`src/rtl/ack_retry_tracker_macros.svh`:
```
// Assertion macros for the acknowledgement retry tracker.
// Define NO_ASSERTIONS to compile them away.
`ifndef ACK_RETRY_TRACKER_MACROS_SVH
`define ACK_RETRY_TRACKER_MACROS_SVH
`ifndef NO_ASSERTIONS
`define ART_ASSERT(lbl, prop, msg) \
    lbl: assert property (@(posedge clk) disable iff (!rst_n) prop) else $error(msg);
`define ART_ASSERT_ALWAYS(lbl, prop, msg) \
    lbl: assert property (@(posedge clk) prop) else $error(msg);
`else
`define ART_ASSERT(lbl, prop, msg)
`define ART_ASSERT_ALWAYS(lbl, prop, msg)
`endif
`endif

```
`src/rtl/art_pkg.sv`:
```
// Shared types, codes and helpers of the acknowledgement retry tracker.
// Used by the slot cells, the slot ring and the top level.
package art_pkg;

    localparam int ENTRIES_DEF = 16;
    localparam int OUT_LIMIT   = 16;

    localparam logic [1:0] MODE_POST   = 2'd0;
    localparam logic [1:0] MODE_ACK    = 2'd1;
    localparam logic [1:0] MODE_REMOVE = 2'd2;
    localparam logic [1:0] MODE_TICK   = 2'd3;

    localparam logic [2:0] KIND_SEND      = 3'd0;
    localparam logic [2:0] KIND_DELIVERED = 3'd1;
    localparam logic [2:0] KIND_FAILED    = 3'd2;
    localparam logic [2:0] KIND_NOACTION  = 3'd3;
    localparam logic [2:0] KIND_FULL      = 3'd4;

    localparam logic [1:0] REG_MAX_RETRY      = 2'd0;
    localparam logic [1:0] REG_RETRY_INTERVAL = 2'd1;

    localparam logic [7:0]  MAX_RETRY_RST      = 8'd3;
    localparam logic [15:0] RETRY_INTERVAL_RST = 16'd10;

    typedef struct packed {
        logic [63:0] msg_id;
        logic [31:0] addr;
        logic [15:0] port;
        logic [7:0]  count;
        logic [31:0] stamp;
    } slot_t;

    typedef struct packed {
        logic [2:0]  kind;
        logic [63:0] msg_id;
        logic [31:0] addr;
        logic [15:0] port;
        logic [7:0]  count;
        logic        last;
    } res_t;

    function automatic logic [7:0] sat_inc(input logic [7:0] c);
        sat_inc = (c == 8'hFF) ? 8'hFF : c + 8'd1;
    endfunction

endpackage

```
`src/rtl/art_in_if.sv`:
```
// Input channel of the tracker: valid/ready handshake with one request word.
// Depends on nothing.
interface art_in_if;
    logic        valid;
    logic        ready;
    logic [1:0]  mode;
    logic [63:0] msg_id;
    logic [31:0] client_addr;
    logic [15:0] client_port;
    logic [31:0] now;

    modport source (output valid, mode, msg_id, client_addr, client_port, now,
                    input ready);
    modport sink   (input valid, mode, msg_id, client_addr, client_port, now,
                    output ready);
endinterface

```
`src/rtl/art_out_if.sv`:
```
// Result channel of the tracker: valid/ready handshake with one result word.
// Depends on nothing.
interface art_out_if;
    logic        valid;
    logic        ready;
    logic [2:0]  kind;
    logic [63:0] out_msg_id;
    logic [31:0] out_addr;
    logic [15:0] out_port;
    logic [7:0]  out_count;
    logic        last_result;

    modport source (output valid, kind, out_msg_id, out_addr, out_port, out_count,
                    last_result, input ready);
    modport sink   (input valid, kind, out_msg_id, out_addr, out_port, out_count,
                    last_result, output ready);
endinterface

```
`src/rtl/art_cell.sv`:
```
// One slot of the rotating table: a valid flag and the slot contents.
// Depends on art_pkg.
module art_cell (
    input  logic          clk,
    input  logic          rst_n,
    input  logic          shift,
    input  logic          valid_in,
    input  art_pkg::slot_t slot_in,
    output logic          valid_reg,
    output art_pkg::slot_t slot_reg
);
    import art_pkg::*;

    always_ff @(posedge clk or negedge rst_n)
    begin
        if (!rst_n)
        begin
            valid_reg <= 1'b0;
        end
        else if (shift)
        begin
            valid_reg <= valid_in;
        end
    end

    always_ff @(posedge clk)
    begin
        if (shift)
        begin
            slot_reg <= slot_in;
        end
    end

endmodule

```
`src/rtl/art_ring.sv`:
```
// Ring of slot cells; each shift moves every slot one cell toward the head.
// Depends on art_pkg and art_cell.
module art_ring #(
    parameter int ENTRIES = art_pkg::ENTRIES_DEF
) (
    input  logic           clk,
    input  logic           rst_n,
    input  logic           shift,
    input  logic           feed_valid,
    input  art_pkg::slot_t feed_slot,
    output logic           head_valid,
    output art_pkg::slot_t head_slot
);
    import art_pkg::*;

    logic  cv [ENTRIES];
    slot_t cs [ENTRIES];

    genvar g;
    generate
        for (g = 0; g < ENTRIES; g++)
        begin : g_cell
            if (g == ENTRIES - 1)
            begin : g_tail
                art_cell u_cell (
                    .clk(clk), .rst_n(rst_n), .shift(shift),
                    .valid_in(feed_valid), .slot_in(feed_slot),
                    .valid_reg(cv[g]), .slot_reg(cs[g])
                );
            end
            else
            begin : g_body
                art_cell u_cell (
                    .clk(clk), .rst_n(rst_n), .shift(shift),
                    .valid_in(cv[g+1]), .slot_in(cs[g+1]),
                    .valid_reg(cv[g]), .slot_reg(cs[g])
                );
            end
        end
    endgenerate

    assign head_valid = cv[0];
    assign head_slot  = cs[0];

endmodule

```
`src/rtl/ack_retry_tracker.sv`:
```
// Acknowledgement retry tracker: table of pending messages in a ring of cells.
// Depends on art_pkg, art_in_if, art_out_if, art_ring and the macro header.
//
// Usage: requests enter on in_ch (post, ack, remove, tick); results leave on
// out_ch, the last result of a request marked by last_result. Registers
// max_retry (index 0) and retry_interval (index 1) are written on the cfg port;
// the user must write them only while the block is idle; it does not enforce this.
// The slots circulate through a ring of ENTRIES cells, one slot reaching the
// head cell per cycle unless the ring is stalled, so a full turn visits slots
// in order. Post and ack take two turns (find, then update); a post to a full
// table and an ack without a match skip the update turn. Remove and tick take
// one turn plus a flush.
// One request is worked on at a time; in_ch.ready is high only while idle.
// Results pass through a one-word hold stage and an output register; when the
// receiver stalls with both full, the ring stops rotating until it drains.
// Reset empties the table and loads max_retry 3 and retry_interval 10.
`include "ack_retry_tracker_macros.svh"
module ack_retry_tracker #(
    parameter int ENTRIES = art_pkg::ENTRIES_DEF
) (
    input  logic        clk,
    input  logic        rst_n,
    art_in_if.sink      in_ch,
    art_out_if.source   out_ch,
    input  logic        cfg_we,
    input  logic [1:0]  cfg_idx,
    input  logic [15:0] cfg_data
);
    import art_pkg::*;

    localparam int IW = (ENTRIES > 1) ? $clog2(ENTRIES) : 1;
    localparam logic [IW-1:0] LAST_IDX = IW'(ENTRIES - 1);

    typedef enum logic [1:0] {ST_IDLE, ST_SCAN, ST_APPLY, ST_FLUSH} state_t;

    state_t      state_reg;
    logic [IW-1:0] cnt_reg;
    logic [4:0]  n_reg;
    logic [1:0]  mode_reg;
    logic [63:0] id_reg;
    logic [31:0] addr_reg;
    logic [15:0] port_reg;
    logic [31:0] now_reg;
    logic [7:0]  max_retry_reg;
    logic [15:0] interval_reg;
    logic        m_found_reg, f_found_reg;
    logic [IW-1:0] m_idx_reg, f_idx_reg, tgt_reg;
    logic [7:0]  m_cnt_reg;
    logic        pend_valid_reg;
    res_t        pend_reg;
    logic        out_valid_reg;
    res_t        out_reg;

    logic        head_valid;
    slot_t       head_slot;
    logic        feed_valid;
    slot_t       feed_slot;
    logic        shift;
    logic        new_res, stall, out_free, key_hit, last_step;
    res_t        res;
    logic        m_found_c, f_found_c;
    logic [IW-1:0] m_idx_c, f_idx_c;
    logic [7:0]  m_cnt_c;
    logic [32:0] due;

    art_ring #(.ENTRIES(ENTRIES)) u_ring (
        .clk(clk), .rst_n(rst_n), .shift(shift),
        .feed_valid(feed_valid), .feed_slot(feed_slot),
        .head_valid(head_valid), .head_slot(head_slot)
    );

    assign out_free  = !out_valid_reg || out_ch.ready;
    assign key_hit   = head_valid && head_slot.msg_id == id_reg
                       && head_slot.addr == addr_reg && head_slot.port == port_reg;
    assign due       = {1'b0, head_slot.stamp} + {17'd0, interval_reg};
    assign last_step = cnt_reg == LAST_IDX;

    always_comb
    begin
        feed_valid = head_valid;
        feed_slot  = head_slot;
        new_res    = 1'b0;
        res        = '{kind: KIND_FAILED, msg_id: head_slot.msg_id,
                       addr: head_slot.addr, port: head_slot.port,
                       count: head_slot.count, last: 1'b0};
        m_found_c  = m_found_reg;
        m_idx_c    = m_idx_reg;
        m_cnt_c    = m_cnt_reg;
        f_found_c  = f_found_reg;
        f_idx_c    = f_idx_reg;
        if (state_reg == ST_SCAN)
        begin
            case (mode_reg)
                MODE_POST, MODE_ACK:
                begin
                    if (key_hit && !m_found_reg)
                    begin
                        m_found_c = 1'b1;
                        m_idx_c   = cnt_reg;
                        m_cnt_c   = head_slot.count;
                    end
                    if (!head_valid && !f_found_reg)
                    begin
                        f_found_c = 1'b1;
                        f_idx_c   = cnt_reg;
                    end
                end
                MODE_REMOVE:
                begin
                    if (head_valid && head_slot.msg_id == id_reg && n_reg < 5'(OUT_LIMIT))
                    begin
                        feed_valid = 1'b0;
                        new_res    = 1'b1;
                    end
                end
                default:
                begin
                    if (head_valid && n_reg < 5'(OUT_LIMIT))
                    begin
                        if (head_slot.count >= max_retry_reg)
                        begin
                            feed_valid = 1'b0;
                            new_res    = 1'b1;
                        end
                        else if (due < {1'b0, now_reg})
                        begin
                            feed_slot.stamp = now_reg;
                            feed_slot.count = sat_inc(head_slot.count);
                            new_res   = 1'b1;
                            res.kind  = KIND_SEND;
                            res.count = feed_slot.count;
                        end
                    end
                end
            endcase
        end
        else if (state_reg == ST_APPLY && cnt_reg == tgt_reg)
        begin
            if (mode_reg == MODE_ACK)
            begin
                feed_valid = 1'b0;
            end
            else if (m_found_reg)
            begin
                feed_slot.count = sat_inc(head_slot.count);
                feed_slot.stamp = now_reg;
            end
            else
            begin
                feed_valid = 1'b1;
                feed_slot  = '{msg_id: id_reg, addr: addr_reg, port: port_reg,
                               count: 8'd1, stamp: now_reg};
            end
        end
    end

    assign stall = new_res && pend_valid_reg && !out_free;
    assign shift = (state_reg == ST_SCAN || state_reg == ST_APPLY) && !stall;

    always_ff @(posedge clk or negedge rst_n)
    begin
        if (!rst_n)
        begin
            state_reg      <= ST_IDLE;
            cnt_reg        <= '0;
            n_reg          <= '0;
            pend_valid_reg <= 1'b0;
            out_valid_reg  <= 1'b0;
            max_retry_reg  <= MAX_RETRY_RST;
            interval_reg   <= RETRY_INTERVAL_RST;
            m_found_reg    <= 1'b0;
            f_found_reg    <= 1'b0;
        end
        else
        begin
            if (cfg_we && cfg_idx == REG_MAX_RETRY)
            begin
                max_retry_reg <= cfg_data[7:0];
            end
            if (cfg_we && cfg_idx == REG_RETRY_INTERVAL)
            begin
                interval_reg <= cfg_data;
            end
            if (out_ch.ready)
            begin
                out_valid_reg <= 1'b0;
            end
            case (state_reg)
                ST_IDLE:
                begin
                    if (in_ch.valid)
                    begin
                        mode_reg    <= in_ch.mode;
                        id_reg      <= in_ch.msg_id;
                        addr_reg    <= in_ch.client_addr;
                        port_reg    <= in_ch.client_port;
                        now_reg     <= in_ch.now;
                        cnt_reg     <= '0;
                        n_reg       <= '0;
                        m_found_reg <= 1'b0;
                        f_found_reg <= 1'b0;
                        state_reg   <= ST_SCAN;
                    end
                end
                ST_SCAN:
                begin
                    if (shift)
                    begin
                        cnt_reg     <= last_step ? '0 : cnt_reg + 1'b1;
                        m_found_reg <= m_found_c;
                        m_idx_reg   <= m_idx_c;
                        m_cnt_reg   <= m_cnt_c;
                        f_found_reg <= f_found_c;
                        f_idx_reg   <= f_idx_c;
                        if (new_res)
                        begin
                            if (pend_valid_reg)
                            begin
                                out_reg       <= pend_reg;
                                out_valid_reg <= 1'b1;
                            end
                            pend_reg       <= res;
                            pend_valid_reg <= 1'b1;
                            n_reg          <= n_reg + 5'd1;
                        end
                        if (last_step)
                        begin
                            state_reg <= ST_FLUSH;
                            if (mode_reg == MODE_POST || mode_reg == MODE_ACK)
                            begin
                                pend_valid_reg <= 1'b1;
                                pend_reg <= '{kind: KIND_NOACTION, msg_id: id_reg,
                                              addr: addr_reg, port: port_reg,
                                              count: 8'd0, last: 1'b0};
                                tgt_reg <= m_found_c ? m_idx_c : f_idx_c;
                                if (mode_reg == MODE_ACK && m_found_c)
                                begin
                                    pend_reg.kind  <= KIND_DELIVERED;
                                    pend_reg.count <= m_cnt_c;
                                    state_reg      <= ST_APPLY;
                                end
                                else if (mode_reg == MODE_POST)
                                begin
                                    if (m_found_c)
                                    begin
                                        pend_reg.kind  <= KIND_SEND;
                                        pend_reg.count <= sat_inc(m_cnt_c);
                                        state_reg      <= ST_APPLY;
                                    end
                                    else if (f_found_c)
                                    begin
                                        pend_reg.kind  <= KIND_SEND;
                                        pend_reg.count <= 8'd1;
                                        state_reg      <= ST_APPLY;
                                    end
                                    else
                                    begin
                                        pend_reg.kind <= KIND_FULL;
                                    end
                                end
                            end
                        end
                    end
                end
                ST_APPLY:
                begin
                    cnt_reg <= last_step ? '0 : cnt_reg + 1'b1;
                    if (last_step)
                    begin
                        state_reg <= ST_FLUSH;
                    end
                end
                default:
                begin
                    if (!pend_valid_reg)
                    begin
                        state_reg <= ST_IDLE;
                    end
                    else if (out_free)
                    begin
                        out_reg        <= pend_reg;
                        out_reg.last   <= 1'b1;
                        out_valid_reg  <= 1'b1;
                        pend_valid_reg <= 1'b0;
                        state_reg      <= ST_IDLE;
                    end
                end
            endcase
        end
    end

    assign in_ch.ready        = state_reg == ST_IDLE;
    assign out_ch.valid       = out_valid_reg;
    assign out_ch.kind        = out_reg.kind;
    assign out_ch.out_msg_id  = out_reg.msg_id;
    assign out_ch.out_addr    = out_reg.addr;
    assign out_ch.out_port    = out_reg.port;
    assign out_ch.out_count   = out_reg.count;
    assign out_ch.last_result = out_reg.last;

    // A request starts with the hold stage empty and the ring at its home position.
    `ART_ASSERT(a_idle_clean, in_ch.ready |-> !pend_valid_reg && cnt_reg == '0, "dirty idle")
    `ART_ASSERT(a_limit, n_reg <= 5'(OUT_LIMIT), "result limit exceeded")
    `ART_ASSERT(a_no_stall_apply, state_reg == ST_APPLY |-> shift, "apply pass stalled")

endmodule
```
`src/flat_wrapper.sv`:
```
// flat-port wrapper written by rule: the top's interface ports become plain ports
module ack_retry_tracker_flat import art_pkg::*;
#(
    parameter int ENTRIES = art_pkg::ENTRIES_DEF
)
  (clk, rst_n, cfg_we, cfg_idx, cfg_data, in_ch_valid, in_ch_mode, in_ch_msg_id, in_ch_client_addr, in_ch_client_port, in_ch_now, in_ch_ready, out_ch_valid, out_ch_kind, out_ch_out_msg_id, out_ch_out_addr, out_ch_out_port, out_ch_out_count, out_ch_last_result, out_ch_ready);
  art_in_if in_ch_i ();
  art_out_if out_ch_i ();
  input  logic clk;
  input  logic rst_n;
  input  logic cfg_we;
  input  logic [1:0] cfg_idx;
  input  logic [15:0] cfg_data;
  input wire logic [$bits(in_ch_i.valid)-1:0] in_ch_valid;
  input wire logic [$bits(in_ch_i.mode)-1:0] in_ch_mode;
  input wire logic [$bits(in_ch_i.msg_id)-1:0] in_ch_msg_id;
  input wire logic [$bits(in_ch_i.client_addr)-1:0] in_ch_client_addr;
  input wire logic [$bits(in_ch_i.client_port)-1:0] in_ch_client_port;
  input wire logic [$bits(in_ch_i.now)-1:0] in_ch_now;
  output wire logic [$bits(in_ch_i.ready)-1:0] in_ch_ready;
  output wire logic [$bits(out_ch_i.valid)-1:0] out_ch_valid;
  output wire logic [$bits(out_ch_i.kind)-1:0] out_ch_kind;
  output wire logic [$bits(out_ch_i.out_msg_id)-1:0] out_ch_out_msg_id;
  output wire logic [$bits(out_ch_i.out_addr)-1:0] out_ch_out_addr;
  output wire logic [$bits(out_ch_i.out_port)-1:0] out_ch_out_port;
  output wire logic [$bits(out_ch_i.out_count)-1:0] out_ch_out_count;
  output wire logic [$bits(out_ch_i.last_result)-1:0] out_ch_last_result;
  input wire logic [$bits(out_ch_i.ready)-1:0] out_ch_ready;
  assign in_ch_i.valid = in_ch_valid;
  assign in_ch_i.mode = in_ch_mode;
  assign in_ch_i.msg_id = in_ch_msg_id;
  assign in_ch_i.client_addr = in_ch_client_addr;
  assign in_ch_i.client_port = in_ch_client_port;
  assign in_ch_i.now = in_ch_now;
  assign in_ch_ready = in_ch_i.ready;
  assign out_ch_valid = out_ch_i.valid;
  assign out_ch_kind = out_ch_i.kind;
  assign out_ch_out_msg_id = out_ch_i.out_msg_id;
  assign out_ch_out_addr = out_ch_i.out_addr;
  assign out_ch_out_port = out_ch_i.out_port;
  assign out_ch_out_count = out_ch_i.out_count;
  assign out_ch_last_result = out_ch_i.last_result;
  assign out_ch_i.ready = out_ch_ready;
  ack_retry_tracker #(.ENTRIES(ENTRIES)) u_core (.clk(clk), .rst_n(rst_n), .in_ch(in_ch_i), .out_ch(out_ch_i), .cfg_we(cfg_we), .cfg_idx(cfg_idx), .cfg_data(cfg_data));
endmodule
```
`config.mk`:
```
export PLATFORM = sky130hd
export DESIGN_NAME = ack_retry_tracker_flat
export DESIGN_NICKNAME = d
export VERILOG_FILES = /design/src/rtl/art_pkg.sv /design/src/rtl/art_in_if.sv /design/src/rtl/art_out_if.sv /design/src/rtl/art_cell.sv /design/src/rtl/art_ring.sv /design/src/rtl/ack_retry_tracker.sv /design/src/flat_wrapper.sv
export VERILOG_INCLUDE_DIRS = /design/src /design/src/rtl
export SDC_FILE = /design/constraint.sdc
export NUM_CORES = 2
export LEC_CHECK = 0
export BUFFER_PORTS_ARGS = -buffer_cell sky130_fd_sc_hd__buf_4
export CAP_MARGIN = 40
export CORE_ASPECT_RATIO = 1.1
export CORE_MARGIN = 3
export CORE_UTILIZATION = 61
export DETAILED_ROUTE_END_ITERATION = 8
export HOLD_SLACK_MARGIN = 0.15
export PLACE_DENSITY = 0.84
export SLEW_MARGIN = 20
export SYNTH_ARGS = -nofsm -noshare
export SYNTH_HDL_FRONTEND = slang
export SYNTH_SLANG_ARGS = --single-unit
```
`constraint.sdc`:
```
create_clock -name clk -period 63 [get_ports clk]
set_input_delay 3.15 -clock clk [delete_from_list [all_inputs] [get_ports clk]]
set_output_delay 3.15 -clock clk [all_outputs]
set_load 0.005 [all_outputs]
```
==> results.md <==
- The run finished, with violations left.
- The final reports fail on design-rule violations.
- The biggest area contributor in the post-synthesis netlist is edfxtp_1.
- Clock tree synthesis selected as its root buffer the cell clkbuf_16.
- The time the worst path needs with I/O delays and setup is 9.46 ns.
- Global routing finished with a remaining overflow of 0.
- The critical path contains buffers and inverters numbering 10 combined.
- The iteration-0 DRC count of the detailed router is roughly 4800.
- The total count of max-transition violations in the final report is 0.
- The clock drives 2901 sinks.
- The maximum net fanout on the critical path is 126.
- The die extent in y is between 400 and 500 um.
- The H-tree was split into 5 levels.
- After detailed routing, the number of remaining DRC violations is 4.
- Of the total synthesized cell area, the portion taken by AND, OR, NAND and NOR gates is 2.38%.
- The design draws 6.78 mW.
- The yosys synthesis warning count is 0.
- The cell count of the worst reg-to-reg path is 29.
- The required time at the worst-slack endpoint is 63.58 ns.
- The multiplexer area fraction after synthesis is under 10%.
- In the routed layout, each cell is associated on average with a via count of 5.95.
- The die is just under 400 um wide.
- For the worst setup path, the data arrival time is 10.04 ns.
- The kind of launch point of the worst setup path is a register.
- Entering global routing, the biggest net connects 221 pins.
- The wire length of the first global-routing pass is around 280000 um.
- The post-CTS setup buffer count is 0.
- The mean instance size in the synthesized netlist is 22.2 um2.
- The count of input and output buffers is between 200 and 300.
- The tool flagged a number of max-cap violations equal to 0.
- The flip-flop count of the largest register after layout is 2280.
- The highest attainable clock frequency is 106 MHz.
- The count of nets left with antenna violations once routing finished came out at 0.
- Setup repair after global routing left no endpoint under its margin.
- The post-synthesis instance area is 96800 um2.
- The async set-reset flop share out of synthesis is 1.90%.
- Summing the areas of all compound-gate instances in the mapped netlist gives 2.00% of the synthesized area.
- Yosys mapped a number of flops with a built-in enable equal to approximately 2800.
- TritonCTS built the clock tree.
- The I/O pin count is 295.
- The post-detailed-placement half-perimeter wirelength is 104000 um.
- The final hold violation count is 0.
- The commonest cells after synthesis are 2846 x edfxtp_1, 208 x nand2_1, 181 x o21ai_0.
- The most used flip-flop cell after synthesis is edfxtp_1.
- The worst setup path is captured at a register.
- After synthesis, the largest area contributor takes up 88.3% of total cell area.
- Counting stages on the worst path, the most repeated cell is buf_4.
- The type of the worst min-delay path is reg2reg.
- The power per standard cell area is 61.0 nW/um2.
- Once the floorplan was initialized, standard cells occupied 61.7% of the core.
- The number of clock buffers inserted by TritonCTS is 281.
- The standard-cell row count is 152.
- The largest delay contributor family on the critical path is buffers and inverters.
- The critical path is of the reg2reg type.
- IR analysis of the VDD net gives a maximum drop of 62.9 uV.
- The arithmetic-cell share of the synthesized area counting full adders, half adders and majority gates is less than 1%.
- For this run, the total global-route usage over all layers was measured as 23.0%.
- From synthesis to final layout, the design area changed by 14.8%.
- For the final database, setup skew stands at 0.0749 ns.
- The biggest cell delay along the critical path is about 0.67 ns.
- The number of antenna violations at the first check in global routing came to 12.
- Synthesis instantiated 72 different standard cells from the library.
- Hold repair after CTS inserted 0 buffers.
- The floorplan step defined a die boundary enclosing approximately 160000 um2.
- The transition at the pin with the smallest max-transition slack is 1.12 ns.
- The number of nets in the synthesized netlist is between 4000 and 5000.
- The longest clock path from root to sink contains 4 buffers.
- The final critical path takes up between 10% and 20% of the cycle.
- The core region area is 157000 um2.
- The clock latency reported for the late side of the worst-skew pair is between 0.9 and 1 ns.
- The path length in cells of the critical path is 29.
- The dominant combinational cell family by area after synthesis is multiplexers.
- The number of filler cells placed in the layout is 8508.
- The number of standard cells after synthesis is roughly 4400.
- After clock tree synthesis, the repair step resized 0 gates.
- Summed over all cells, the static leakage comes to between 30 and 40 nW.
- The total routed wirelength is 188000 um.
- The setup TNS after final layout is 0 ns.
- The most numerous cell in the Yosys netlist is edfxtp_1.
- The cell count of the worst hold path is 0.
- The routed wirelength normalized by instance count is 26.1 um.
- At the end of routability-driven placement, the weighted congestion stood at 0.890.
- The number of global-route vias before repair came to 42900.
- In the final design database the tool counted 5149 nets.
- Headroom to the max-slew limit came out at 25.5%.
- The number of iterations in the first detailed-routing pass is 9.
- The via count is 42800.
- The post-CTS clock slew at the launch and capture registers of the worst setup and hold paths is around 0.070 ns.
- Yosys attributes the largest share of cell area to edfxtp_1 88%, mux2_2 2.0%, dfrtp_1 1.3%.
- The sequential fraction of the synthesis area is 89.7%.
- The synthesized netlist devotes ~1.2% of its cell area to XOR and XNOR gates.
- The synthesized design contains about 2900 register bits.
- The final count of negative-setup-slack endpoints is 0.
- The critical path's slowest cell is a31o_4.
- The share of layout cells above drive strength 1 is 18.3%.
layout by cell type, fill, tap and decap left out, drive strengths merged, types with 5 or more instances in the layout:
| master | n |
|---|---|
| buf | 370 |
| o31ai | 9 |
| mux2 | 168 |
| o2111ai | 7 |
| a31oi | 8 |
| edfxtp | 2846 |
| inv | 76 |
| a21oi | 60 |
| clkinvlp | 8 |
| clkinv | 106 |
| nand2 | 208 |
| nand4 | 24 |
| ha | 63 |
| a211oi | 6 |
| mux2i | 123 |
| a21o | 17 |
| nand3 | 51 |
| xnor2 | 59 |
| nor3 | 15 |
| clkbuf | 342 |
| bufinv | 17 |
| nand2b | 36 |
| and4 | 5 |
| nor2b | 8 |
| xor2 | 70 |
| nor4 | 29 |
| o21ai | 184 |
| o211ai | 6 |
| and3 | 19 |
| nor2 | 56 |
| dfrtp | 51 |
| diode | 5 |
cell families after synthesis:
kind of cell,count (synthesis)
adder cells (fa/ha/maj),64
buffers and inverters,156
XOR/XNOR,129
flip-flops,2901
AND/OR/NAND/NOR,476
AO/OA/AOI/OAI,334
multiplexers,291
cell type report:
type                       instances  area [um2]  area share [%]
sequential                      2901       86800            78.2
multi-input combinational       1294        9380            8.44
clock buffer                     342        7370            6.63
timing repair buffer             371        3450            3.11
tap                             2079        2600            2.34
clock inverter                   140        1130            1.02
inverter                          67         259           0.233
antenna                            5        12.5          0.0113
report_power, final:
part	internal [mW]	switching (mW)
Sequential	3.68	0.401
Combinational	0.269	0.839
Clock	0.901	0.687
Total	4.85	1.93
per-stage QoR:
stage	util, %	cells	hold slack [ns]	area [um2]	worst slack (ns)
after floorplan	-	4351	0.400	96800	9.11
after global placement	64.8	6675	0.400	102000	52.86
after detailed placement	65.2	6705	0.405	102000	53.29
after CTS	70.7	7187	0.380	111000	53.21
after global routing	70.8	7196	0.391	111000	52.88
final	70.8	7199	0.388	111000	53.54
path summary, 6_finish.rpt:
kind                                         from                                          endpoint  slack (ns)
min reg2reg                              register                                          register        0.39
max                        u_core.interval_reg[1]                                          register       53.54
min                                      register                                          register        0.39
max in group asynchronous                   rst_n  u_core.u_ring.g_cell[11].g_body.u_cell.valid_reg       60.36
min in group asynchronous                   rst_n                            u_core.interval_reg[8]        2.09
max reg2reg                u_core.interval_reg[1]                                          register       53.54
layer usage:
metal	vias up	GRT usage, %	wire [um]	part of all wire (%)
met4	2	10.6	8940	4.7
met2	2415	34.7	88100	47
li1	18200	-	-	-
met1	21600	33.2	75700	40
met3	569	4.80	15300	8.1
met5	-	0	13	0.0069
(Power assumes the default switching activity.)
